### src/sv/tpss_pkg.sv
package tpss_pkg;

  localparam int unsigned ValueW  = 24;
  localparam int unsigned PosW    = 23;
  localparam int unsigned OffW    = 25;
  localparam int unsigned ModeW   = 2;
  localparam int unsigned PrecW   = 23;
  localparam int unsigned BoundW  = 26;

  localparam logic [PrecW-1:0] PrecReset = 23'd100;

  typedef enum logic [ModeW-1:0] {
    MODE_VALUE = 2'd0,
    MODE_FWD   = 2'd1,
    MODE_BWD   = 2'd2,
    MODE_NONE  = 2'd3
  } mode_e;

  // Commands from the controller to the datapath.
  typedef struct packed {
    logic load;
    logic issue;
    logic finish;
  } cmd_t;

  // Status from the datapath to the controller.
  typedef struct packed {
    logic scan_last;
    logic is_query;
    logic out_busy;
  } status_t;

endpackage

### src/sv/tpss_ctrl.sv
module tpss_ctrl
  import tpss_pkg::*;
(
  input  logic    clk_i,
  input  logic    rst_ni,
  input  logic    in_valid_i,
  output logic    in_ready_o,
  input  status_t status_i,
  output cmd_t    cmd_o
);

  typedef enum logic [3:0] {
    ST_IDLE  = 4'b0001,
    ST_SCAN  = 4'b0010,
    ST_DRAIN = 4'b0100,
    ST_FIN   = 4'b1000
  } state_e;

  state_e state_q, state_d;

  always_comb begin
    state_d       = state_q;
    cmd_o         = '0;
    in_ready_o    = 1'b0;
    case (state_q)
      ST_IDLE: begin
        in_ready_o = 1'b1;
        if (in_valid_i) begin
          cmd_o.load = 1'b1;
          state_d    = ST_SCAN;
        end
      end
      ST_SCAN: begin
        cmd_o.issue = 1'b1;
        if (status_i.scan_last) begin
          state_d = ST_DRAIN;
        end
      end
      ST_DRAIN: begin
        // The last entry read is evaluated in this cycle.
        state_d = ST_FIN;
      end
      ST_FIN: begin
        if (!(status_i.is_query && status_i.out_busy)) begin
          cmd_o.finish = 1'b1;
          state_d      = ST_IDLE;
        end
      end
      default: begin
        state_d = ST_IDLE;
      end
    endcase
  end

  always_ff @(posedge clk_i or negedge rst_ni) begin
    if (!rst_ni) begin
      state_q <= ST_IDLE;
    end else begin
      state_q <= state_d;
    end
  end

endmodule

### src/sv/tpss_dp.sv
module tpss_dp
  import tpss_pkg::*;
#(
  parameter int unsigned DEPTH = 64
) (
  input  logic              clk_i,
  input  logic              rst_ni,
  input  cmd_t              cmd_i,
  output status_t           status_o,
  input  logic [ModeW-1:0]  in_mode_i,
  input  logic [ValueW-1:0] in_value_i,
  input  logic              cfg_we_i,
  input  logic [PrecW-1:0]  cfg_data_i,
  output logic              out_valid_o,
  input  logic              out_ready_i,
  output logic              out_found_o,
  output logic [PosW-1:0]   out_position_o,
  output logic [OffW-1:0]   out_offset_o,
  output logic              out_overflow_o
);

  localparam int unsigned AW = (DEPTH > 1) ? $clog2(DEPTH) : 1;

  logic [PosW-1:0]  mem [DEPTH];
  logic [DEPTH-1:0] valid_q;
  logic             dropped_q;
  logic [PrecW-1:0] prec_q;

  logic [ModeW-1:0]         mode_q;
  logic signed [ValueW-1:0] value_q;
  logic signed [BoundW-1:0] lo_q, hi_q;
  logic [AW-1:0]            addr_q;

  logic            rd_en_q, rd_valid_q;
  logic [AW-1:0]   rd_idx_q;
  logic [PosW-1:0] rd_data_q;

  logic            any_q, hit_q, free_found_q;
  logic [PosW-1:0] mn_q, mx_q, best_q;
  logic [AW-1:0]   free_idx_q;

  logic            out_valid_q, out_found_q, out_overflow_q;
  logic [PosW-1:0] out_position_q;
  logic [OffW-1:0] out_offset_q;

  logic [ValueW-1:0]        mag;
  logic signed [BoundW-1:0] e_ext;
  logic signed [OffW-1:0]   e_off, v_off, sel_off;
  logic                     ent, del, cand, is_query, v_pos;
  logic [PosW-1:0]          sel;

  assign is_query = (mode_q == MODE_FWD) || (mode_q == MODE_BWD);
  assign v_pos    = !value_q[ValueW-1] && (value_q != '0);
  assign mag      = in_value_i[ValueW-1] ? (~in_value_i + 1'b1) : in_value_i;

  assign e_ext = $signed({{(BoundW-PosW){1'b0}}, rd_data_q});
  assign e_off = $signed({{(OffW-PosW){1'b0}}, rd_data_q});
  assign v_off = OffW'(value_q);
  assign ent   = rd_en_q && rd_valid_q;
  assign del   = ent && (mode_q == MODE_VALUE) && (e_ext > lo_q) && (e_ext < hi_q);

  always_comb begin
    if (mode_q == MODE_FWD) begin
      cand = (e_off > v_off) && (!hit_q || rd_data_q < best_q);
    end else begin
      cand = (e_off < v_off) && (!hit_q || rd_data_q > best_q);
    end
  end

  always_comb begin
    if (hit_q) begin
      sel = best_q;
    end else if (mode_q == MODE_FWD) begin
      sel = mx_q;
    end else begin
      sel = mn_q;
    end
  end
  assign sel_off = $signed({{(OffW-PosW){1'b0}}, sel});

  assign status_o.scan_last = (addr_q == AW'(DEPTH - 1));
  assign status_o.is_query  = is_query;
  assign status_o.out_busy  = out_valid_q && !out_ready_i;

  // Entry store: one read port for the scan, one write port for the insert.
  always_ff @(posedge clk_i) begin
    rd_data_q <= mem[addr_q];
    if (cmd_i.finish && mode_q == MODE_VALUE && v_pos && free_found_q) begin
      mem[free_idx_q] <= value_q[PosW-1:0];
    end
  end

  always_ff @(posedge clk_i or negedge rst_ni) begin
    if (!rst_ni) begin
      valid_q    <= '0;
      dropped_q  <= 1'b0;
      prec_q     <= PrecReset;
      rd_en_q    <= 1'b0;
      rd_valid_q <= 1'b0;
    end else begin
      if (cfg_we_i) begin
        prec_q <= cfg_data_i;
      end
      rd_en_q    <= cmd_i.issue;
      rd_valid_q <= valid_q[addr_q];
      if (del) begin
        valid_q[rd_idx_q] <= 1'b0;
      end
      if (cmd_i.finish && mode_q == MODE_VALUE && v_pos) begin
        if (free_found_q) begin
          valid_q[free_idx_q] <= 1'b1;
        end else begin
          dropped_q <= 1'b1;
        end
      end
    end
  end

  always_ff @(posedge clk_i) begin
    rd_idx_q <= addr_q;
    if (cmd_i.load) begin
      mode_q       <= in_mode_i;
      value_q      <= in_value_i;
      lo_q         <= $signed({2'b00, mag}) - $signed({3'b000, prec_q});
      hi_q         <= $signed({2'b00, mag}) + $signed({3'b000, prec_q});
      addr_q       <= '0;
      any_q        <= 1'b0;
      hit_q        <= 1'b0;
      free_found_q <= 1'b0;
    end else begin
      if (cmd_i.issue && !status_o.scan_last) begin
        addr_q <= addr_q + 1'b1;
      end
      if (rd_en_q && (!rd_valid_q || del) && !free_found_q) begin
        free_found_q <= 1'b1;
        free_idx_q   <= rd_idx_q;
      end
      if (ent) begin
        any_q <= 1'b1;
        if (!any_q || rd_data_q < mn_q) begin
          mn_q <= rd_data_q;
        end
        if (!any_q || rd_data_q > mx_q) begin
          mx_q <= rd_data_q;
        end
        if (cand) begin
          best_q <= rd_data_q;
          hit_q  <= 1'b1;
        end
      end
    end
  end

  // Output register: a result may wait here while the next item is scanned.
  always_ff @(posedge clk_i or negedge rst_ni) begin
    if (!rst_ni) begin
      out_valid_q <= 1'b0;
    end else if (cmd_i.finish && is_query) begin
      out_valid_q <= 1'b1;
    end else if (out_ready_i) begin
      out_valid_q <= 1'b0;
    end
  end

  always_ff @(posedge clk_i) begin
    if (cmd_i.finish && is_query) begin
      out_found_q    <= any_q;
      out_overflow_q <= dropped_q;
      out_position_q <= any_q ? sel : '0;
      out_offset_q   <= any_q ? OffW'(sel_off - v_off) : '0;
    end
  end

  assign out_valid_o    = out_valid_q;
  assign out_found_o    = out_found_q;
  assign out_position_o = out_position_q;
  assign out_offset_o   = out_offset_q;
  assign out_overflow_o = out_overflow_q;

endmodule

### src/sv/tolerant_position_set_search_core.sv
// Tolerant position set search core.
// Input stream: tuser carries the mode (add/remove, search forward, search
// backward), tdata the signed position or target in tenths. A value
// transaction removes stored entries within the precision of its magnitude
// and inserts it when positive; it gives no result. A search transaction
// gives one result transaction on the output stream.
// Configuration: one write channel sets the removal precision (reset 100);
// the user must write it only while the core is idle; the core does not
// enforce this. Each item goes through an accept step, a scan that reads
// the entry memory one read per cycle over all DEPTH entries, a step to
// evaluate the last read, and a final step to insert or load the result
// register. A search result is registered at that final step.
// The result sits in an output register, so the next item is accepted and
// scanned while it waits. If the receiver still stalls when the next search
// finishes, the core holds in its final step and accepts nothing new.
// Reset empties the set, clears the overflow flag and needs no clearing
// pass: entry valid bits are flip-flops.
module tolerant_position_set_search_core
  import tpss_pkg::*;
#(
  parameter int unsigned DEPTH = 64
) (
  input  logic              clk_i,
  input  logic              rst_ni,
  input  logic              s_axis_tvalid_i,
  output logic              s_axis_tready_o,
  input  logic [23:0]       s_axis_tdata_i,  // [23:0] value
  input  logic [ModeW-1:0]  s_axis_tuser_i,  // [1:0] mode
  output logic              m_axis_tvalid_o,
  input  logic              m_axis_tready_i,
  output logic [47:0]       m_axis_tdata_o,  // [22:0] position, [47:23] offset
  output logic [1:0]        m_axis_tuser_o,  // [0] found, [1] overflow
  input  logic              cfg_valid_i,
  output logic              cfg_ready_o,
  input  logic [PrecW-1:0]  cfg_data_i
);

  cmd_t    cmd;
  status_t status;

  assign cfg_ready_o = 1'b1;

  tpss_ctrl u_ctrl (
    .clk_i      (clk_i),
    .rst_ni     (rst_ni),
    .in_valid_i (s_axis_tvalid_i),
    .in_ready_o (s_axis_tready_o),
    .status_i   (status),
    .cmd_o      (cmd)
  );

  tpss_dp #(
    .DEPTH (DEPTH)
  ) u_dp (
    .clk_i          (clk_i),
    .rst_ni         (rst_ni),
    .cmd_i          (cmd),
    .status_o       (status),
    .in_mode_i      (s_axis_tuser_i),
    .in_value_i     (s_axis_tdata_i),
    .cfg_we_i       (cfg_valid_i && cfg_ready_o),
    .cfg_data_i     (cfg_data_i),
    .out_valid_o    (m_axis_tvalid_o),
    .out_ready_i    (m_axis_tready_i),
    .out_found_o    (m_axis_tuser_o[0]),
    .out_position_o (m_axis_tdata_o[22:0]),
    .out_offset_o   (m_axis_tdata_o[47:23]),
    .out_overflow_o (m_axis_tuser_o[1])
  );

`ifndef SYNTHESIS
  a_cmd_onehot : assert property (@(posedge clk_i) disable iff (!rst_ni)
    $onehot0({cmd.load, cmd.issue, cmd.finish}))
    else $error("controller issued more than one command");

  a_load_starts_scan : assert property (@(posedge clk_i) disable iff (!rst_ni)
    cmd.load |=> cmd.issue)
    else $error("scan did not start after an accepted item");

  a_no_result_overwrite : assert property (@(posedge clk_i) disable iff (!rst_ni)
    (cmd.finish && status.is_query) |-> !(m_axis_tvalid_o && !m_axis_tready_i))
    else $error("result register overwritten while stalled");

  a_accept_only_idle : assert property (@(posedge clk_i) disable iff (!rst_ni)
    (s_axis_tvalid_i && s_axis_tready_o) |-> cmd.load)
    else $error("input transaction accepted without a load");
`endif

endmodule
### config.mk
export PLATFORM = sky130hd
export DESIGN_NAME = tolerant_position_set_search_core
export DESIGN_NICKNAME = d
export VERILOG_FILES = /design/src/sv/tpss_pkg.sv /design/src/sv/tpss_ctrl.sv /design/src/sv/tpss_dp.sv /design/src/sv/tolerant_position_set_search_core.sv
export SDC_FILE = /design/constraint.sdc
export NUM_CORES = 2
export LEC_CHECK = 0
export BUFFER_PORTS_ARGS = -buffer_cell sky130_fd_sc_hd__buf_2
export CAP_MARGIN = 30
export CORE_UTILIZATION = 60
export CTS_CLUSTER_SIZE = 40
export DETAILED_ROUTE_END_ITERATION = 16
export GPL_ROUTABILITY_DRIVEN = 0
export PLACE_DENSITY = 0.76
export SYNTH_ARGS = -nofsm -noshare
export SYNTH_HDL_FRONTEND = slang
export SYNTH_SLANG_ARGS = --single-unit
### constraint.sdc
create_clock -name clk_i -period 7.2 [get_ports clk_i]
set_input_delay 0.72 -clock clk_i [delete_from_list [all_inputs] [get_ports clk_i]]
set_output_delay 0.72 -clock clk_i [all_outputs]
set_load 0.1 [all_outputs]
==> impl_results.rst <==
.. list-table::
   :header-rows: 1

   * - Metric
     - Value
   * - First-pass iteration count of the detailed router
     - 5
   * - Nets
     - 4,500
   * - Class of the worst hold path
     - in2reg
   * - Worst R2R End
     - u_dp.out_offset_o[22]
   * - Final Slew Violations
     - 0
   * - Outcome
     - finished clean
   * - Global route total overflow
     - 0
   * - Leading register cell type out of synthesis
     - sky130_fd_sc_hd__edfxtp_1
   * - Rel. slew slack
     - 27.49%
   * - Share of final-layout standard cells stronger than drive strength 1
     - 24.23%
   * - Clock period minus worst slack
     - around 4.6 ns
   * - Hold Fails Final Rpt
     - 0
   * - Met3 GRT Util
     - 6.597%
   * - Number of warnings reported in the yosys synthesis log
     - 0
   * - Number of antenna violations at the first check in global routing
     - 16
   * - Worst Hold Path EP
     - u_dp.prec_q[9]
   * - Post-Syn Area per Cell
     - 18.84 sq um
   * - Skew final
     - 0.03298 ns
   * - Vias per std cell
     - 6.763
   * - Syn Nets
     - 4,278
   * - Clock buffers created by TritonCTS
     - between 150 and 200
   * - CP Launch Type
     - flop
   * - DRC violations left
     - 0
   * - Category of the critical setup timing path
     - reg2reg
   * - Clock network latency to the later pin of the worst-skew pair
     - between 0.8 and 0.9 ns
   * - Die W
     - 356.8 um
   * - Initial Util
     - 60.79%
   * - Type of destination of the critical path
     - flop
   * - H-tree levels
     - 4
   * - Peak-usage layer in the global routing report
     - met2
   * - Power density over cell area
     - 330.4 mW/mm^2
   * - Total routed wirelength
     - 195,100 um
   * - Reported max-cap violation count
     - 0
   * - Met2 Track Usage GR
     - 50.88%
   * - Floorplan die area
     - 0.1273 sq mm
   * - Critical path peak fanout
     - 27
   * - Fraction of met1 tracks used by global routing
     - 41.01%
   * - Leading area contributor after synthesis
     - sky130_fd_sc_hd__edfxtp_1
   * - Share of the core filled with cells in the final layout
     - 68.14%
   * - Count of flip-flops with a built-in enable after synthesis
     - between 1.5k and 2k
   * - Post-CTS clock slew at the launch and capture registers of the worst setup and hold paths
     - 0.06 ns
   * - Fraction of synthesis flops using an asynchronous set or reset pin
     - under 10%
   * - Hold path cells
     - 3
   * - First DRT Iteration DRCs
     - 5,606
   * - Number of different library cells in the post-synthesis netlist
     - slightly below 80
   * - Most area-consuming cells after synthesis
     - sky130_fd_sc_hd__edfxtp_1 (66%), sky130_fd_sc_hd__mux4_2 (15%), sky130_fd_sc_hd__ha_1 (3.5%)
   * - Worst Setup Slack post-DPL
     - 2.210 ns
   * - Achievable clock frequency
     - 217.9 MHz
   * - Clock Root Buffer
     - sky130_fd_sc_hd__clkbuf_16
   * - Register bit count reported by yosys
     - ~1.8k
   * - Final setup viols
     - 0
   * - Number of global-route vias before repair
     - 40.72k
   * - Netlist Area Pre-Place
     - 0.07555 sq mm
   * - Post-DP HPWL
     - 110,200 um
   * - Total global-route track usage
     - 31.19%
   * - Post-layout worst setup margin
     - about 2.6 ns
   * - Number of rows in the core area
     - 129
   * - Tightest Pin Transition
     - between 1 and 1.5 ns
   * - Worst reg2reg startpoint
     - u_dp.hit_q
   * - Core outline area
     - between 0.1 and 0.15 sq mm
   * - Reg-to-reg setup timing slack
     - 2.61 ns
   * - Seq/Total Area, Yosys
     - between 70% and 80%
   * - Worst hold path startpoint
     - cfg_data_i[9]
   * - Unrepaired setup endpoints after global routing
     - false
   * - Cell leakage power
     - 28.20 nW
   * - Setup Buffers After CTS
     - 0
   * - Height of the chip
     - between 300 and 400 um
   * - Count of input and output buffers
     - 105
   * - IO Pins
     - approximately 110
   * - Worst vdd ir
     - between 0.3 and 0.4 mV
   * - CTS tree
     - done
   * - TNS Setup
     - 0 ns
   * - Via count
     - 40.75k
   * - Count of cells along the worst register-to-register path
     - 14
   * - WL per Instance
     - 32.38 um
   * - Gate count of the mapped netlist
     - 4,011
   * - Maximum number of pins on one net before global-route repair
     - 130
   * - Wire length of the first global-routing pass
     - 279,700 um
   * - Number of clock sinks seen by CTS
     - 1,805
   * - CTS Buffer Depth
     - 3
   * - Data arrival time at the worst-slack endpoint
     - around 5.2 ns
   * - Remaining antenna violation count
     - 0
   * - Required @ worst endpoint
     - 7.76 ns
   * - Ratio of final minimum period to clock period
     - 63.74%
   * - Area growth syn-to-layout
     - 12.09%
   * - Area fraction of the dominant cell type after synthesis
     - between 60% and 70%
per-layer routing:
metal  wire length [um]  part of all wire, %  vias up
met5                 25                0.013        -
met2              96020                   49     2601
met4               8693                  4.5        4
met1              70430                   36    21030
met3              19910                   10      460
li1                   -                    -    16650
how the worst max path moves through the flow:
stage | from | cells after the start | endpoint | slack, ns
after floorplan | u_ctrl.state_q[0] | 6 | u_dp.free_idx_q[0] | 1.79
after global placement | s_axis_tdata_i[3] | 16 | u_dp.hi_q[24] | 2.24
after detailed placement | s_axis_tdata_i[3] | 13 | u_dp.hi_q[23] | 2.21
after CTS | u_dp.hit_q | 14 | u_dp.out_offset_o[22] | 2.64
after global routing | u_dp.hit_q | 14 | u_dp.out_offset_o[22] | 2.28
final | u_dp.hit_q | 14 | u_dp.out_offset_o[22] | 2.61
layout by cell type, fill, tap and decap left out, types with 12 or more instances in the layout:
cell,instances
sky130_fd_sc_hd__nor2b_1,21
sky130_fd_sc_hd__nor3_1,35
sky130_fd_sc_hd__dfrtp_1,91
sky130_fd_sc_hd__bufinv_16,16
sky130_fd_sc_hd__buf_12,13
sky130_fd_sc_hd__a21oi_1,117
sky130_fd_sc_hd__nand2_1,118
sky130_fd_sc_hd__ha_1,210
sky130_fd_sc_hd__edfxtp_1,1672
sky130_fd_sc_hd__clkbuf_1,44
sky130_fd_sc_hd__nor2_1,79
sky130_fd_sc_hd__xnor2_1,67
sky130_fd_sc_hd__buf_4,98
sky130_fd_sc_hd__buf_2,105
sky130_fd_sc_hd__buf_16,12
sky130_fd_sc_hd__a211oi_1,12
sky130_fd_sc_hd__nand3_1,21
sky130_fd_sc_hd__nor2_4,16
sky130_fd_sc_hd__nand2b_1,16
sky130_fd_sc_hd__o31ai_1,22
sky130_fd_sc_hd__dfxtp_1,33
sky130_fd_sc_hd__clkinv_2,26
sky130_fd_sc_hd__a31oi_1,30
sky130_fd_sc_hd__nor2_2,24
sky130_fd_sc_hd__nor4_1,12
sky130_fd_sc_hd__mux2i_1,26
sky130_fd_sc_hd__and2_1,39
sky130_fd_sc_hd__clkinv_1,38
sky130_fd_sc_hd__nand4_1,30
sky130_fd_sc_hd__clkbuf_16,181
sky130_fd_sc_hd__a21o_1,47
sky130_fd_sc_hd__inv_1,231
sky130_fd_sc_hd__o21a_1,13
sky130_fd_sc_hd__and3_1,12
sky130_fd_sc_hd__o41ai_1,28
sky130_fd_sc_hd__o21ai_0,135
sky130_fd_sc_hd__xor2_1,16
sky130_fd_sc_hd__mux4_2,504
worst max-delay path, cell delays in order (launching register included):
cell and delay [ns]:
sky130_fd_sc_hd__dfxtp_1 0.88, sky130_fd_sc_hd__buf_4 0.37, sky130_fd_sc_hd__nor2_1 0.07, sky130_fd_sc_hd__a21oi_1 0.24, sky130_fd_sc_hd__ha_1 0.24, sky130_fd_sc_hd__inv_1 0.07, sky130_fd_sc_hd__fa_1 0.44, sky130_fd_sc_hd__a211oi_1 0.34
sky130_fd_sc_hd__o211ai_1 0.17, sky130_fd_sc_hd__nand4bb_1 0.19, sky130_fd_sc_hd__a21oi_1 0.14, sky130_fd_sc_hd__o41ai_1 0.56, sky130_fd_sc_hd__o21ai_0 0.25, sky130_fd_sc_hd__xor2_1 0.19, sky130_fd_sc_hd__and2_1 0.17
final cells by class:
type | instances | area [sq um]
Sequential cell | 1805 | 53370
Timing Repair Buffer | 229 | 1862
Fill cell | 7806 | 39600
Tap cell | 1637 | 2048
Antenna cell | 5 | 12.51
Multi-Input combinational cell | 1787 | 20760
Inverter | 234 | 879.6
Clock inverter | 97 | 970.9
Clock buffer | 231 | 4777
metrics by stage:
stage          power [mW]  hold WS, ns  area (sq um)  instances
2_1_floorplan       16.78       0.3290         75550       4011
3_3_place_gp        18.69       0.4778         78470       5672
3_5_place_dp        18.84       0.4890         78830       5687
4_1_cts             28.00      0.07032         84590       6016
5_1_grt             28.81      0.09563         84670       6020
6_report            27.98       0.1170         84680       6025
registers in the layout (all words and copies together), names as in the netlist, 2 cells and up:
| signal | flops |
|---|---|
| u_dp.mem | 1472 |
| u_dp.valid_q | 64 |
| u_dp.lo_q | 25 |
| u_dp.out_offset_o | 25 |
| u_dp.hi_q | 24 |
| u_dp.value_q | 24 |
| u_dp.best_q | 23 |
| u_dp.mn_q | 23 |
| u_dp.mx_q | 23 |
| u_dp.out_position_o | 23 |
| u_dp.prec_q | 23 |
| u_dp.rd_data_q | 23 |
| u_dp.addr_q | 6 |
| u_dp.free_idx_q | 6 |
| u_dp.rd_idx_q | 6 |
| u_ctrl.state_q | 4 |
| u_dp.mode_q | 2 |
cells in the mapped netlist (all sizes together), types with 8 or more instances:
library cell	instances
nand4	30
a21oi	118
ha	210
or4	8
xnor2	67
o41ai	29
a211oi	13
and3	12
o22a	9
xor2	16
o21ai	135
buf	68
mux2i	26
clkbuf	117
a31oi	30
nor3b	9
or3	10
o21a	13
nor3	36
and2	39
dfrtp	91
a221oi	8
nor4	13
nor2	119
nor2b	21
nand3	21
o21bai	9
mux4	504
o31ai	22
inv	233
dfxtp	38
nand2	118
edfxtp	1672
a21o	47
nand2b	18
power by group:
group / internal, mW / switching, mW / total (mW) / leakage (nW)
combinational: 2.58 / 3.54 / 6.12 / 8.93
clock: 5.26 / 3.96 / 9.21 / 2.78
sequential: 12.2 / 0.420 / 12.6 / 16.5
total: 20.1 / 7.92 / 28.0 / 28.2
timing repair:
| item | in CTS | in global routing |
|---|---|---|
| endpoints found under the hold margin | 26 | 0 |
| hold buffers | 1 | 0 |
| endpoints found under the setup margin | 0 | 0 |
| resized for setup | 0 | 0 |
cell families after synthesis:
logic type / count (synthesis) / share of synthesized area, %
other cells: 1 / 0.004964
buf+inv: 419 / 2.166
fa+ha+maj: 213 / 3.557
mux: 531 / 15.38
simple gates: 485 / 3.317
flops: 1805 / 70.62
compound gates: 474 / 3.988
xor+xnor: 83 / 0.9622
No activity file was read; power rests on OpenSTA's default activity.
